### config.mk
export PLATFORM = sky130hd
export DESIGN_NAME = sphere_zone_tracker_unit_flat
export DESIGN_NICKNAME = d
export VERILOG_FILES = /design/src/rtl/szt_pkg.sv /design/src/rtl/szt_if.sv /design/src/rtl/szt_zone_mem.sv /design/src/rtl/sphere_zone_tracker_unit.sv /design/src/flat_wrapper.sv
export SDC_FILE = /design/constraint.sdc
export NUM_CORES = 2
export LEC_CHECK = 0
export ABC_AREA = 1
export ABC_CLOCK_PERIOD_IN_PS = 25000
export BUFFER_PORTS_ARGS = -buffer_cell sky130_fd_sc_hd__buf_2
export CORE_MARGIN = 8
export CORE_UTILIZATION = 47
export CTS_BUF_LIST = sky130_fd_sc_hd__clkbuf_8
export DETAILED_ROUTE_END_ITERATION = 6
export HOLD_SLACK_MARGIN = 0.15
export SYNTH_ARGS = -nofsm -noshare
export SYNTH_HDL_FRONTEND = slang
export SYNTH_SLANG_ARGS = --single-unit
### constraint.sdc
create_clock -name clock -period 25 [get_ports clock]
set_input_delay 7.5 -clock clock [delete_from_list [all_inputs] [get_ports clock]]
set_output_delay 7.5 -clock clock [all_outputs]
set_load 0.005 [all_outputs]
### src/rtl/szt_pkg.sv
// Package with the constants, codes and types of the sphere zone tracker.
package szt_pkg;

   localparam int MAX_ZONES  = 16;
   localparam int COORD_BITS = 24;
   localparam int IDX_W      = $clog2(MAX_ZONES);
   localparam int CNT_W      = $clog2(MAX_ZONES + 1);
   localparam int RAD_W      = COORD_BITS - 1;
   localparam int MAG_W      = COORD_BITS + 1;
   localparam int SQ_W       = 2 * MAG_W;
   localparam int ACC_W      = SQ_W + 2;
   localparam int SND_W      = 43;

   localparam logic [2:0] REQ_ADD    = 3'd0;
   localparam logic [2:0] REQ_REMOVE = 3'd1;
   localparam logic [2:0] REQ_CLEAR  = 3'd2;
   localparam logic [2:0] REQ_UPDATE = 3'd3;
   localparam logic [2:0] REQ_LOOKUP = 3'd4;

   localparam logic [2:0] KIND_DONE   = 3'd0;
   localparam logic [2:0] KIND_FULL   = 3'd1;
   localparam logic [2:0] KIND_EXIT   = 3'd2;
   localparam logic [2:0] KIND_ENTER  = 3'd3;
   localparam logic [2:0] KIND_LOOKUP = 3'd4;

   typedef struct packed {
      logic signed [COORD_BITS-1:0] cx;
      logic signed [COORD_BITS-1:0] cy;
      logic signed [COORD_BITS-1:0] cz;
      logic [RAD_W-1:0]             radius;
      logic                         enable;
      logic [SND_W-1:0]             snd;
      logic [15:0]                  tag;
   } zone_row_type;

   typedef struct packed {
      logic [2:0]                   req_type;
      logic [15:0]                  zone_tag;
      logic signed [COORD_BITS-1:0] pos_x;
      logic signed [COORD_BITS-1:0] pos_y;
      logic signed [COORD_BITS-1:0] pos_z;
      logic [RAD_W-1:0]             radius;
      logic                         enable;
      logic [SND_W-1:0]             snd;
   } req_item_type;

   typedef struct packed {
      logic [2:0]       result_kind;
      logic [15:0]      event_tag;
      logic             found;
      logic [SND_W-1:0] snd;
      logic             inside_now;
      logic [2:0]       effective_preset;
      logic             last_of_run;
   } rsp_item_type;

endpackage

### src/rtl/szt_if.sv
// Channel interfaces for the request and the response of the zone tracker.
interface szt_req_if import szt_pkg::*; ();
   logic                         valid;
   logic                         ready;
   logic [2:0]                   req_type;
   logic [15:0]                  zone_tag;
   logic signed [COORD_BITS-1:0] pos_x;
   logic signed [COORD_BITS-1:0] pos_y;
   logic signed [COORD_BITS-1:0] pos_z;
   logic [RAD_W-1:0]             radius_in;
   logic                         enable_in;
   logic [2:0]                   preset_in;
   logic [7:0]                   wet_in;
   logic [15:0]                  decay_in;
   logic [15:0]                  predelay_in;
   modport source (output valid, req_type, zone_tag, pos_x, pos_y, pos_z, radius_in,
                   enable_in, preset_in, wet_in, decay_in, predelay_in, input ready);
   modport sink (input valid, req_type, zone_tag, pos_x, pos_y, pos_z, radius_in,
                 enable_in, preset_in, wet_in, decay_in, predelay_in, output ready);
endinterface

interface szt_rsp_if;
   logic        valid;
   logic        ready;
   logic [2:0]  result_kind;
   logic [15:0] event_tag;
   logic        found;
   logic [2:0]  preset_out;
   logic [7:0]  wet_out;
   logic [15:0] decay_out;
   logic [15:0] predelay_out;
   logic        inside_now;
   logic [2:0]  effective_preset;
   logic        last_of_run;
   modport source (output valid, result_kind, event_tag, found, preset_out, wet_out,
                   decay_out, predelay_out, inside_now, effective_preset, last_of_run,
                   input ready);
   modport sink (input valid, result_kind, event_tag, found, preset_out, wet_out,
                 decay_out, predelay_out, inside_now, effective_preset, last_of_run,
                 output ready);
endinterface

### src/rtl/szt_zone_mem.sv
// Zone table memory with one write port and one registered read port.
module szt_zone_mem import szt_pkg::*; (
   input  logic               clock,
   input  logic               wr_en,
   input  logic [IDX_W-1:0]   wr_addr,
   input  zone_row_type       wr_data,
   input  logic [IDX_W-1:0]   rd_addr,
   output zone_row_type       rd_data
);

   zone_row_type mem [MAX_ZONES];
   zone_row_type rd_data_ff;

   always_ff @(posedge clock) begin
      if (wr_en) begin
         mem[wr_addr] <= wr_data;
      end
   end

   always_ff @(posedge clock) begin
      rd_data_ff <= mem[rd_addr];
   end

   assign rd_data = rd_data_ff;

endmodule

### src/rtl/sphere_zone_tracker_unit.sv
// Top level of the sphere zone tracker: sequencer, shared squaring unit and result register.
//
//   channel  | direction | transfer
//   req      | in        | valid && ready, one request
//   rsp      | out       | valid && ready, one result (one or two per request)
//   csr      | in        | csr_we high, global preset written
//
// A request is taken only when the sequencer is idle; req.ready is low meanwhile.
// Add runs ST_ADD then ST_RESP and clear runs ST_RESP alone, until ready again with rsp free.
// Update and look up scan each zone: SC_RD, SC_X if disabled; SC_RD to SC_CMP if enabled.
// Remove visits RM_RD and RM_CHK per entry searched and SH_RD and SH_WR per entry moved down.
// A stalled rsp holds the sequencer; reset is synchronous and empties the table.
module sphere_zone_tracker_unit import szt_pkg::*; (
   input  logic       clock,
   input  logic       reset,
   szt_req_if.sink    req,
   szt_rsp_if.source  rsp,
   input  logic       csr_we,
   input  logic [2:0] csr_wdata
);

   typedef enum logic [12:0] {
      ST_IDLE   = 13'b0000000000001,
      ST_ADD    = 13'b0000000000010,
      ST_SC_RD  = 13'b0000000000100,
      ST_SC_X   = 13'b0000000001000,
      ST_SC_Y   = 13'b0000000010000,
      ST_SC_Z   = 13'b0000000100000,
      ST_SC_R   = 13'b0000001000000,
      ST_SC_CMP = 13'b0000010000000,
      ST_RM_RD  = 13'b0000100000000,
      ST_RM_CHK = 13'b0001000000000,
      ST_SH_RD  = 13'b0010000000000,
      ST_SH_WR  = 13'b0100000000000,
      ST_RESP   = 13'b1000000000000
   } state_type;

   state_type        state_ff, state_in;
   req_item_type     req_ff, req_in;
   logic [CNT_W-1:0] count_ff, count_in;
   logic [CNT_W-1:0] idx_ff, idx_in;
   logic             inside_ff, inside_in;
   logic [15:0]      cur_tag_ff, cur_tag_in;
   logic [SND_W-1:0] cur_snd_ff, cur_snd_in;
   logic [2:0]       gp_ff;
   logic [2:0]       res_kind_ff, res_kind_in;
   logic [15:0]      res_tag_ff, res_tag_in;
   logic             res_found_ff, res_found_in;
   logic [SND_W-1:0] res_snd_ff, res_snd_in;
   logic             two_ff, two_in;
   logic [SQ_W-1:0]  prod_ff;
   logic [ACC_W-1:0] acc_ff, acc_in;
   logic             rsp_valid_ff, rsp_valid_in;
   rsp_item_type     rsp_pay_ff, rsp_pay_in;

   logic             mem_we;
   logic [IDX_W-1:0] mem_waddr, mem_raddr;
   zone_row_type     mem_wdata, row;
   logic [MAG_W-1:0] mul_a;
   logic signed [MAG_W-1:0] diff;
   logic             dec_go, dec_hit;
   logic             rsp_free;
   logic [CNT_W-1:0] idx_next;

   szt_zone_mem u_mem (
      .clock   (clock),
      .wr_en   (mem_we),
      .wr_addr (mem_waddr),
      .wr_data (mem_wdata),
      .rd_addr (mem_raddr),
      .rd_data (row)
   );

   assign rsp_free = !rsp_valid_ff || rsp.ready;
   assign idx_next = idx_ff + 1'b1;

   // Shared squaring unit: one coordinate difference or the radius per cycle.
   always_comb begin
      diff  = '0;
      mul_a = '0;
      case (state_ff)
         ST_SC_X: diff = {req_ff.pos_x[COORD_BITS-1], req_ff.pos_x}
                         - {row.cx[COORD_BITS-1], row.cx};
         ST_SC_Y: diff = {req_ff.pos_y[COORD_BITS-1], req_ff.pos_y}
                         - {row.cy[COORD_BITS-1], row.cy};
         ST_SC_Z: diff = {req_ff.pos_z[COORD_BITS-1], req_ff.pos_z}
                         - {row.cz[COORD_BITS-1], row.cz};
         default: diff = '0;
      endcase
      if (state_ff == ST_SC_R) begin
         mul_a = {2'b00, row.radius};
      end else begin
         mul_a = diff[MAG_W-1] ? MAG_W'(-diff) : MAG_W'(diff);
      end
   end

   always_comb begin
      state_in     = state_ff;
      req_in       = req_ff;
      count_in     = count_ff;
      idx_in       = idx_ff;
      inside_in    = inside_ff;
      cur_tag_in   = cur_tag_ff;
      cur_snd_in   = cur_snd_ff;
      res_kind_in  = res_kind_ff;
      res_tag_in   = res_tag_ff;
      res_found_in = res_found_ff;
      res_snd_in   = res_snd_ff;
      two_in       = two_ff;
      acc_in       = acc_ff;
      rsp_valid_in = rsp_valid_ff && !rsp.ready;
      rsp_pay_in   = rsp_pay_ff;
      mem_we       = 1'b0;
      mem_waddr    = idx_ff[IDX_W-1:0];
      mem_wdata    = row;
      mem_raddr    = idx_ff[IDX_W-1:0];
      dec_go       = 1'b0;
      dec_hit      = 1'b0;
      req.ready    = (state_ff == ST_IDLE);

      case (state_ff)
         ST_IDLE: begin
            if (req.valid) begin
               req_in.req_type = req.req_type;
               req_in.zone_tag = req.zone_tag;
               req_in.pos_x    = req.pos_x;
               req_in.pos_y    = req.pos_y;
               req_in.pos_z    = req.pos_z;
               req_in.radius   = req.radius_in;
               req_in.enable   = req.enable_in;
               req_in.snd      = {req.preset_in, req.wet_in, req.decay_in, req.predelay_in};
               idx_in          = '0;
               res_kind_in     = KIND_DONE;
               res_tag_in      = '0;
               res_found_in    = 1'b0;
               res_snd_in      = '0;
               two_in          = 1'b0;
               case (req.req_type)
                  REQ_ADD:    state_in = ST_ADD;
                  REQ_REMOVE: state_in = ST_RM_RD;
                  REQ_CLEAR: begin
                     count_in   = '0;
                     inside_in  = 1'b0;
                     cur_tag_in = '0;
                     cur_snd_in = '0;
                     state_in   = ST_RESP;
                  end
                  REQ_UPDATE: state_in = ST_SC_RD;
                  REQ_LOOKUP: state_in = ST_SC_RD;
                  default:    state_in = ST_RESP;
               endcase
            end
         end
         ST_ADD: begin
            if (count_ff >= CNT_W'(MAX_ZONES)) begin
               res_kind_in = KIND_FULL;
            end else begin
               mem_we           = 1'b1;
               mem_waddr        = count_ff[IDX_W-1:0];
               mem_wdata.cx     = req_ff.pos_x;
               mem_wdata.cy     = req_ff.pos_y;
               mem_wdata.cz     = req_ff.pos_z;
               mem_wdata.radius = req_ff.radius;
               mem_wdata.enable = req_ff.enable;
               mem_wdata.snd    = req_ff.snd;
               mem_wdata.tag    = req_ff.zone_tag;
               count_in         = count_ff + 1'b1;
            end
            state_in = ST_RESP;
         end
         ST_SC_RD: begin
            if (idx_ff >= count_ff) begin
               dec_go = 1'b1;
            end else begin
               state_in = ST_SC_X;
            end
         end
         ST_SC_X: begin
            if (!row.enable) begin
               idx_in   = idx_next;
               state_in = ST_SC_RD;
            end else begin
               state_in = ST_SC_Y;
            end
         end
         ST_SC_Y: begin
            acc_in   = ACC_W'(prod_ff);
            state_in = ST_SC_Z;
         end
         ST_SC_Z: begin
            acc_in   = acc_ff + ACC_W'(prod_ff);
            state_in = ST_SC_R;
         end
         ST_SC_R: begin
            acc_in   = acc_ff + ACC_W'(prod_ff);
            state_in = ST_SC_CMP;
         end
         ST_SC_CMP: begin
            if (acc_ff <= ACC_W'(prod_ff)) begin
               dec_go  = 1'b1;
               dec_hit = 1'b1;
            end else begin
               idx_in   = idx_next;
               state_in = ST_SC_RD;
            end
         end
         ST_RM_RD: begin
            if (idx_ff >= count_ff) begin
               state_in = ST_RESP;
            end else begin
               state_in = ST_RM_CHK;
            end
         end
         ST_RM_CHK: begin
            if (row.tag == req_ff.zone_tag) begin
               state_in = ST_SH_RD;
            end else begin
               idx_in   = idx_next;
               state_in = ST_RM_RD;
            end
         end
         ST_SH_RD: begin
            mem_raddr = idx_next[IDX_W-1:0];
            if (idx_next < count_ff) begin
               state_in = ST_SH_WR;
            end else begin
               count_in = count_ff - 1'b1;
               state_in = ST_RESP;
            end
         end
         ST_SH_WR: begin
            mem_we   = 1'b1;
            idx_in   = idx_next;
            state_in = ST_SH_RD;
         end
         ST_RESP: begin
            if (rsp_free) begin
               rsp_valid_in                = 1'b1;
               rsp_pay_in.result_kind      = res_kind_ff;
               rsp_pay_in.event_tag        = res_tag_ff;
               rsp_pay_in.found            = res_found_ff;
               rsp_pay_in.snd              = (res_kind_ff == KIND_LOOKUP) ? res_snd_ff
                                                                          : cur_snd_ff;
               rsp_pay_in.inside_now       = inside_ff;
               rsp_pay_in.effective_preset = inside_ff ? cur_snd_ff[SND_W-1:SND_W-3] : gp_ff;
               rsp_pay_in.last_of_run      = !two_ff;
               if (two_ff) begin
                  two_in      = 1'b0;
                  res_kind_in = KIND_ENTER;
                  res_tag_in  = cur_tag_ff;
               end else begin
                  state_in = ST_IDLE;
               end
            end
         end
         default: state_in = ST_IDLE;
      endcase

      if (dec_go) begin
         state_in = ST_RESP;
         if (req_ff.req_type == REQ_LOOKUP) begin
            res_kind_in  = KIND_LOOKUP;
            res_found_in = dec_hit;
            res_tag_in   = dec_hit ? row.tag : 16'd0;
            res_snd_in   = dec_hit ? row.snd : '0;
         end else if (dec_hit) begin
            if (cur_tag_ff != row.tag) begin
               cur_tag_in = row.tag;
               cur_snd_in = row.snd;
               inside_in  = 1'b1;
               if (inside_ff) begin
                  res_kind_in = KIND_EXIT;
                  res_tag_in  = cur_tag_ff;
                  two_in      = 1'b1;
               end else begin
                  res_kind_in = KIND_ENTER;
                  res_tag_in  = row.tag;
               end
            end
         end else if (inside_ff) begin
            res_kind_in = KIND_EXIT;
            res_tag_in  = cur_tag_ff;
            cur_tag_in  = '0;
            inside_in   = 1'b0;
         end
      end
   end

   always_ff @(posedge clock) begin
      if (reset) begin
         state_ff     <= ST_IDLE;
         count_ff     <= '0;
         inside_ff    <= 1'b0;
         cur_tag_ff   <= '0;
         cur_snd_ff   <= '0;
         gp_ff        <= '0;
         rsp_valid_ff <= 1'b0;
         two_ff       <= 1'b0;
      end else begin
         state_ff     <= state_in;
         count_ff     <= count_in;
         inside_ff    <= inside_in;
         cur_tag_ff   <= cur_tag_in;
         cur_snd_ff   <= cur_snd_in;
         rsp_valid_ff <= rsp_valid_in;
         two_ff       <= two_in;
         if (csr_we) begin
            gp_ff <= csr_wdata;
         end
      end
   end

   always_ff @(posedge clock) begin
      req_ff       <= req_in;
      idx_ff       <= idx_in;
      res_kind_ff  <= res_kind_in;
      res_tag_ff   <= res_tag_in;
      res_found_ff <= res_found_in;
      res_snd_ff   <= res_snd_in;
      acc_ff       <= acc_in;
      prod_ff      <= mul_a * mul_a;
      rsp_pay_ff   <= rsp_pay_in;
   end

   assign rsp.valid            = rsp_valid_ff;
   assign rsp.result_kind      = rsp_pay_ff.result_kind;
   assign rsp.event_tag        = rsp_pay_ff.event_tag;
   assign rsp.found            = rsp_pay_ff.found;
   assign rsp.preset_out       = rsp_pay_ff.snd[42:40];
   assign rsp.wet_out          = rsp_pay_ff.snd[39:32];
   assign rsp.decay_out        = rsp_pay_ff.snd[31:16];
   assign rsp.predelay_out     = rsp_pay_ff.snd[15:0];
   assign rsp.inside_now       = rsp_pay_ff.inside_now;
   assign rsp.effective_preset = rsp_pay_ff.effective_preset;
   assign rsp.last_of_run      = rsp_pay_ff.last_of_run;

   a_count_bound: assert property (@(posedge clock) disable iff (reset)
      count_ff <= CNT_W'(MAX_ZONES))
      else $error("Zone count exceeds the table depth.");

   a_enter_inside: assert property (@(posedge clock) disable iff (reset)
      (rsp_valid_ff && rsp_pay_ff.result_kind == KIND_ENTER) |-> rsp_pay_ff.inside_now)
      else $error("Entry result while not inside a zone.");

   a_exit_last: assert property (@(posedge clock) disable iff (reset)
      (rsp_valid_ff && rsp_pay_ff.result_kind == KIND_EXIT && rsp_pay_ff.last_of_run)
      |-> !rsp_pay_ff.inside_now)
      else $error("Final exit result while still inside a zone.");

   a_found_lookup: assert property (@(posedge clock) disable iff (reset)
      (rsp_valid_ff && rsp_pay_ff.found) |-> (rsp_pay_ff.result_kind == KIND_LOOKUP))
      else $error("Found flag set outside a lookup answer.");

endmodule
### src/flat_wrapper.sv
// flat-port wrapper written by rule: the top's interface ports become plain ports
module sphere_zone_tracker_unit_flat import szt_pkg::*;
  (clock, reset, csr_we, csr_wdata, req_valid, req_req_type, req_zone_tag, req_pos_x, req_pos_y, req_pos_z, req_radius_in, req_enable_in, req_preset_in, req_wet_in, req_decay_in, req_predelay_in, req_ready, rsp_valid, rsp_result_kind, rsp_event_tag, rsp_found, rsp_preset_out, rsp_wet_out, rsp_decay_out, rsp_predelay_out, rsp_inside_now, rsp_effective_preset, rsp_last_of_run, rsp_ready);
  szt_req_if req_i ();
  szt_rsp_if rsp_i ();
  input  logic clock;
  input  logic reset;
  input  logic csr_we;
  input  logic [2:0] csr_wdata;
  input wire logic [$bits(req_i.valid)-1:0] req_valid;
  input wire logic [$bits(req_i.req_type)-1:0] req_req_type;
  input wire logic [$bits(req_i.zone_tag)-1:0] req_zone_tag;
  input wire logic [$bits(req_i.pos_x)-1:0] req_pos_x;
  input wire logic [$bits(req_i.pos_y)-1:0] req_pos_y;
  input wire logic [$bits(req_i.pos_z)-1:0] req_pos_z;
  input wire logic [$bits(req_i.radius_in)-1:0] req_radius_in;
  input wire logic [$bits(req_i.enable_in)-1:0] req_enable_in;
  input wire logic [$bits(req_i.preset_in)-1:0] req_preset_in;
  input wire logic [$bits(req_i.wet_in)-1:0] req_wet_in;
  input wire logic [$bits(req_i.decay_in)-1:0] req_decay_in;
  input wire logic [$bits(req_i.predelay_in)-1:0] req_predelay_in;
  output wire logic [$bits(req_i.ready)-1:0] req_ready;
  output wire logic [$bits(rsp_i.valid)-1:0] rsp_valid;
  output wire logic [$bits(rsp_i.result_kind)-1:0] rsp_result_kind;
  output wire logic [$bits(rsp_i.event_tag)-1:0] rsp_event_tag;
  output wire logic [$bits(rsp_i.found)-1:0] rsp_found;
  output wire logic [$bits(rsp_i.preset_out)-1:0] rsp_preset_out;
  output wire logic [$bits(rsp_i.wet_out)-1:0] rsp_wet_out;
  output wire logic [$bits(rsp_i.decay_out)-1:0] rsp_decay_out;
  output wire logic [$bits(rsp_i.predelay_out)-1:0] rsp_predelay_out;
  output wire logic [$bits(rsp_i.inside_now)-1:0] rsp_inside_now;
  output wire logic [$bits(rsp_i.effective_preset)-1:0] rsp_effective_preset;
  output wire logic [$bits(rsp_i.last_of_run)-1:0] rsp_last_of_run;
  input wire logic [$bits(rsp_i.ready)-1:0] rsp_ready;
  assign req_i.valid = req_valid;
  assign req_i.req_type = req_req_type;
  assign req_i.zone_tag = req_zone_tag;
  assign req_i.pos_x = req_pos_x;
  assign req_i.pos_y = req_pos_y;
  assign req_i.pos_z = req_pos_z;
  assign req_i.radius_in = req_radius_in;
  assign req_i.enable_in = req_enable_in;
  assign req_i.preset_in = req_preset_in;
  assign req_i.wet_in = req_wet_in;
  assign req_i.decay_in = req_decay_in;
  assign req_i.predelay_in = req_predelay_in;
  assign req_ready = req_i.ready;
  assign rsp_valid = rsp_i.valid;
  assign rsp_result_kind = rsp_i.result_kind;
  assign rsp_event_tag = rsp_i.event_tag;
  assign rsp_found = rsp_i.found;
  assign rsp_preset_out = rsp_i.preset_out;
  assign rsp_wet_out = rsp_i.wet_out;
  assign rsp_decay_out = rsp_i.decay_out;
  assign rsp_predelay_out = rsp_i.predelay_out;
  assign rsp_inside_now = rsp_i.inside_now;
  assign rsp_effective_preset = rsp_i.effective_preset;
  assign rsp_last_of_run = rsp_i.last_of_run;
  assign rsp_i.ready = rsp_ready;
  sphere_zone_tracker_unit u_core (.clock(clock), .reset(reset), .req(req_i), .rsp(rsp_i), .csr_we(csr_we), .csr_wdata(csr_wdata));
endmodule
# ---- Yosys cells after proc, flatten, opt, wreduce, memory -nomap -nowiden
# Memories as Yosys holds them, arrays and structs flattened. A register that Yosys moved wholly into a read port is not among the register bits.
# Cells that the tools add are included.
dict set report totals {
  ff_bits 479
  memories 1
  elab_cells 204
  ramBits 2480
  inputBits 166
}
dict set report op_classes {
  multipliers 1
  n_lt_le_gt_ge 4
  n_reduce_logical 18
  n_addsub 8
  muxes 105
  eq_ne 36
}
# memory words word_bits rd rd_ports_with_merged_regs write_ports line
set mem_list {}
lappend mem_list {u_core.u_mem.mem 16 155 1 1 1 szt_zone_mem.sv:11} ;# zone_row_type mem [MAX_ZONES];
# operator count
set ops {}
lappend ops {{two-way mux 43 bit} 13}
lappend ops {{two-way mux 155 bit} 2}
lappend ops {{two-way mux 16 bit} 18}
lappend ops {{one-hot mux 13 bit (13 select lines)} 1}
lappend ops {{two-way mux 13 bit} 8}
lappend ops {{one-hot mux 52 bit (2 select lines)} 1}
lappend ops {{one-hot mux 25 bit (3 select lines)} 1}
lappend ops {{subtractor 24 x 24 -> 25 bit} 3}
lappend ops {{adder 52 x 50 -> 52 bit} 1}
lappend ops {{less-or-equal comparator 52 x 50 -> 1 bit} 1}
lappend ops {{multiplier 25 x 25 -> 50 bit} 1}
lappend ops {{two-way mux 25 bit} 2}
lappend ops {{two-way mux 5 bit} 9}
lappend ops {{one-hot mux 13 bit (3 select lines)} 1}
lappend ops {{one-hot mux 16 bit (2 select lines)} 1}
lappend ops {{two-way mux 3 bit} 10}
lappend ops {{two-way mux 1 bit} 28}
lappend ops {{negator 25 bit} 1}
lappend ops {{one-hot mux 5 bit (5 select lines)} 1}
lappend ops {{AND reduction 5 bit} 4}
lappend ops {{== test 16 bit} 1}
lappend ops {{!= test 16 bit} 1}
lappend ops {{!= test 2 bit (second input constant)} 8}
lappend ops {{one-hot mux 5 bit (3 select lines)} 1}
lappend ops {{38 further kinds} 54}

# ---- Depth between registers and ports, before layout
dict set report depth {
  depth_word 9
  depth_mapped 54
}

# ---- Modules after synthesis
# Synthesis repeated with hierarchy kept, for this count alone.
dict set report unflattened {
  cells_unflattened 15841
  hier_area_um2 155324.0
}
# mod instances cells_per_inst area_each_um2 seq_area_each_um2
set modules_own_cells {}
lappend modules_own_cells {szt_zone_mem 1 9418 106034.2 77574.4}
lappend modules_own_cells {sphere_zone_tracker_unit 1 6423 49289.8 12401.9}

# ---- Worst setup path after synthesis
# No wires, ideal clock.
dict set report synth_path {
  kind {input -> register}
  startpoint {input port req_valid}
  endpoint {register u_core.res_snd_ff[32]}
  t_required_ps 24885
  setup_time_ps 115
  t_arrival_ps 15382
  n_path_buf 1
  stages 8
  setup_slack_ps 9503
  cell_sequence {inv_1 nor2_1 inv_1 o21ai_1 clkbuf_1 o21ai_0 o21ai_0 inv_1}
}
dict set report synth_via {
  elab_chain_len 4
}
# item line
set synth_rtl {}
lappend synth_rtl {{from (decl)} flat_wrapper.sv:10} ;# input wire logic [$bits(req_i.valid)-1:0] req_valid;
lappend synth_rtl {{two-way mux 43 bit (*)} sphere_zone_tracker_unit.sv:123} ;# if (req.valid) begin
lappend synth_rtl {{two-way mux 43 bit (*)} sphere_zone_tracker_unit.sv:121} ;# case (state_ff)
lappend synth_rtl {{two-way mux 43 bit} sphere_zone_tracker_unit.sv:261} ;# if (req_ff.req_type == REQ_LOOKUP) begin
lappend synth_rtl {{two-way mux 43 bit (*)} sphere_zone_tracker_unit.sv:259} ;# if (dec_go) begin
lappend synth_rtl {{net u_core.res_snd_in[32]} sphere_zone_tracker_unit.sv:49} ;# logic [SND_W-1:0] res_snd_ff, res_snd_in;
lappend synth_rtl {{to (signal assigned)} sphere_zone_tracker_unit.sv:319} ;# res_snd_ff <= res_snd_in;
lappend synth_rtl {{to (decl)} sphere_zone_tracker_unit.sv:49}
# The timed path passes the listed nets; every way through them passes the cells marked *.
# A chain may end at the register's enable or synchronous reset.

# ---- Final worst setup path
dict set report layout_path {
  startpoint {register u_core.req_ff[67] (netlist bit)}
  endpoint {register u_core.prod_ff[42]}
}
dict set report layout_via {
  elab_chain_len 6
}
# item line
set layout_rtl {}
lappend layout_rtl {{from (decl)} sphere_zone_tracker_unit.sv:39} ;# req_item_type req_ff, req_in;
lappend layout_rtl {{from (signal assigned)} sphere_zone_tracker_unit.sv:314} ;# req_ff <= req_in;
lappend layout_rtl {{subtractor 24 x 24 -> 25 bit (*)} sphere_zone_tracker_unit.sv:87} ;# - {row.cz[COORD_BITS-1], row.cz};
lappend layout_rtl {{one-hot mux 25 bit (3 select lines) (*)} sphere_zone_tracker_unit.sv:81} ;# case (state_ff)
lappend layout_rtl {{negator 25 bit} sphere_zone_tracker_unit.sv:93} ;# mul_a = diff[MAG_W-1] ? MAG_W'(-diff) : MAG_W'(diff);
lappend layout_rtl {{two-way mux 25 bit (*)} sphere_zone_tracker_unit.sv:93}
lappend layout_rtl {{two-way mux 25 bit (*)} sphere_zone_tracker_unit.sv:90} ;# if (state_ff == ST_SC_R) begin
lappend layout_rtl {{multiplier 25 x 25 -> 50 bit (*)} sphere_zone_tracker_unit.sv:321} ;# prod_ff <= mul_a * mul_a;
lappend layout_rtl {{to (signal assigned)} sphere_zone_tracker_unit.sv:321}
lappend layout_rtl {{to (decl)} sphere_zone_tracker_unit.sv:51} ;# logic [SQ_W-1:0] prod_ff;
# Every way passes the cells marked *; elsewhere a longest branch is shown, timed or not.

==> flow_summary_export.csv <==
group,metric,value,unit
route,viasPerCell,5.78,
critical_path,crit_type,"reg2reg",
grt,antenna_found_initial,56,
place,place_congestion,0.936,
synthesis,yosys_warnings,0,
synthesis,synth_cells,13300,
power_and_ir_drop,p_comb_frac,0.344,
synthesis,synth_top_area_share,0.565,
grt,grt_first_pass_wirelength,674,mm
place,numPortBuffers,235,
clock_tree,clkSinkCount,3113,
synthesis,async_reset_ff_frac,0,
sta,relSlewSlack,0.0897,
floorplan,initial_core_util,0.471,
critical_path,required,26.04,ns
synthesis,synth_edf_count,2763,
floorplan,dieArea,330000,µm²
power_and_ir_drop,power.internal,10.5,mW
route,vias,105000,
floorplan,core,311000,µm²
route,firstDrtPassIters,6,
clock_tree,cts_hold_buffers,0,
clock_tree,numCtsBuffers,528,
route,wl_per_cell,25.4,µm
clock_tree,cts_tree,"yes",
sta,finalSetupViolCount,0,
power_and_ir_drop,p_switching,6.85,mW
route,drt-initial-drc-count,11700,
sta,fin_skew,0.0861,ns
grt,overflow,0,
clock_tree,h-tree-depth,6,
route,routed_wirelength,462,mm
sta,tightest_slew,1.36,ns
critical_path,rrSetupSlack,14.01,ns
layout,final_util,0.523,
flow_run,cap_violations,0,
synthesis,synth.distinct_cells,63,
critical_path,end_kind,"register",
synthesis,ys_top_cells_by_count,"2,763 x edfxtp_1, 1,961 x nor2_1, 1,802 x o21ai_0, 1,379 x nand2_1, 1,375 x inv_1",
synthesis,yosysTopAreaCell,"edfxtp_1",
critical_path,crit_path_max_fanout,25,
sta,setup_total_negative_slack,0,ns
synthesis,synth.area.top_cells,"edfxtp_1 57%, fa_1 6.4%, o21ai_0 6.1%, nor2_1 5.0%, dfxtp_1 4.8%",
power_and_ir_drop,p_leak,61.4,nW
critical_path,crit_path_max_incr_delay,0.72,ns
floorplan,pin_count,236,
hold_path,hold_path.class,"reg2reg",
route,route.detailed.drc,0,
sta,grt_setup_unrepaired,"no",
floorplan,die_w,575,µm
clock_tree,clk_path_buf_depth,4,
synthesis,synth_seq_cells,3113,
place,dpl.hpwl,278,mm
floorplan,num_rows,205,
layout,nets,14600,
sta,slew_violations,0,
sta,fin_crit,10.99,ns
grt,grt_util_all_layers,0.270,
critical_path,slowest_stage,"a21oi_2",
clock_tree,clkTransAtPathRegs,0.06,ns
sta,fmax,91.0,MHz
synthesis,synth_area,147000,µm²
clock_tree,ctsResizeCount,0,
layout,drive_gt1_frac,0.0891,
power_and_ir_drop,p_seq_frac,0.405,
synthesis,avgSynthCellArea,11.1,µm²
grt,grt_max_degree,221,
sta,final-hold-violation-count,0,
status,run_status,"completed",
clock_tree,root_buffer,"clkbuf_8",
layout,syn2layout_area_growth,10.9,%
power_and_ir_drop,ir_worst_vdd,0.110,mV
critical_path,start_kind,"register",
power_and_ir_drop,powerDensity,106,nW/µm²
layout,nFillCells,27200,
clock_tree,worstSkewPairLatency,1.16,ns
power_and_ir_drop,clkPwrFrac,0.252,
power_and_ir_drop,swShare,0.396,
floorplan,die_y,575,µm
synthesis,yosysSeqAreaShare,0.613,
critical_path,arrival,12.03,ns
synthesis,yosysMostFrequentCell,"edfxtp_1",
sta,fin_crit_sh,0.440,
clock_tree,post_cts_buffers,0,
route,route.antenna.remaining_nets,0,
grt,grt_pass1_vias,103000,
synthesis,synth_ff_type,"edfxtp_1",
-- registers in the layout, indices dropped and copies added, names as in the netlist, 13 cells and up --
name,cells
u_core.cur_snd_ff,43
u_core.req_ff,158
u_core.rsp.predelay_out,16
u_core.rsp.event_tag,16
u_core.res_tag_ff,16
u_core.u_mem.rd_data,155
u_core.prod_ff,49
u_core.u_mem.mem,2480
u_core.res_snd_ff,43
u_core.cur_tag_ff,16
u_core.rsp.decay_out,16
u_core.acc_ff,52
u_core.state_ff,13
-- per-stage QoR --
| stage | hold slack [ns] | instances | total power, mW | cell area, µm² | setup WS, ns |
|---|---|---|---|---|---|
| after detailed placement | 0.439 | 17200 | 12.9 | 153000 | 14.10 |
| after floorplan | 0.408 | 13300 | 10.7 | 147000 | 9.50 |
| after global routing | 0.463 | 18200 | 18.2 | 163000 | 13.31 |
| final | 0.448 | 18200 | 17.3 | 163000 | 14.01 |
| after CTS | 0.450 | 18200 | 17.3 | 163000 | 14.04 |
| after global placement | 0.427 | 17200 | 12.8 | 153000 | 14.25 |
-- cell usage in the layout (no fill, tap or decap), types with 65 or more instances in the layout --
master | synthesis | layout
dfxtp_1 | 350 | 350
nand2_1 | 1379 | 1376
edfxtp_1 | 2763 | 2763
inv_1 | 1375 | 1596
o211ai_1 | 108 | 108
o221ai_1 | 127 | 127
fa_1 | 471 | 471
clkbuf_8 | 0 | 577
clkinv_1 | 5 | 65
o22ai_1 | 593 | 593
nand3_1 | 330 | 329
a21oi_1 | 293 | 291
buf_2 | 146 | 235
o21ai_1 | 166 | 174
nor2_1 | 1961 | 1941
buf_4 | 15 | 203
xor2_1 | 78 | 78
o21ai_0 | 1802 | 1790
ha_1 | 370 | 370
-- worst max-delay path: cells and delay by family, from the launching register on --
family | cells | cell delay, ns
AOI/OAI and AO/OA | 6 | 2.21
adders and majority gates | 10 | 4.54
DFF | 1 | 0.34
xor gates and xnor gates | 1 | 0.16
and+or+nand+nor | 16 | 2.56
buffers and inverters | 7 | 1.07
-- power by group through the flow --
stage	combinational (mW)	clock, mW	sequential, mW
final	5.95	4.36	7.00
after global routing	6.50	4.65	7.02
after CTS	5.87	4.44	6.99
after detailed placement	5.84	0	7.10
after global placement	5.73	0	7.09
after floorplan	3.79	0	6.94
-- cell families (layout without fill, tap and decap cells) --
logic type,count (synthesis),after routing,share of synthesized area
simple gates,3893,3893,0.106
xor+xnor,125,125,0.00746
other cells,2,47,0.0000512
compound gates,3220,3220,0.122
buf+inv,2074,2816,0.0551
flops,3113,3113,0.613
fa+ha+maj,841,841,0.0958
-- routing by layer --
layer	part of all wire	GRT usage	vias to the layer above	wire length [µm]
met1	0.42	0.380	52100	195000
met3	0.091	0.0473	881	42100
li1	-	-	47000	-
met5	0.00095	0.00653	-	437
met4	0.034	0.0885	20	15700
met2	0.45	0.426	5078	209000
-- path summary, 6_finish.rpt --
| path | startpoint | depth (start not counted) | end |
|---|---|---|---|
| hold / removal | u_core.res_tag_ff[7] | 0 | u_core.rsp.event_tag[7] |
| hold reg to reg | u_core.res_tag_ff[7] | 0 | u_core.rsp.event_tag[7] |
| setup / recovery | u_core.req_ff[67] | 40 | u_core.prod_ff[42] |
| setup reg to reg | u_core.req_ff[67] | 40 | u_core.prod_ff[42] |
-- area by class of cell --
| class | instances | area, µm² | area share |
|---|---|---|---|
| Antenna cell | 29 | 72.6 | 0.000446 |
| Clock buffer | 577 | 7940 | 0.0488 |
| Clock inverter | 378 | 2110 | 0.0130 |
| Inverter | 1401 | 5290 | 0.0325 |
| Multi-Input combinational cell | 8097 | 49000 | 0.301 |
| Sequential cell | 3113 | 90000 | 0.553 |
| Tap cell | 4140 | 5180 | 0.0318 |
| Timing Repair Buffer | 460 | 3140 | 0.0193 |
No activity file was read; power rests on OpenSTA's default activity.
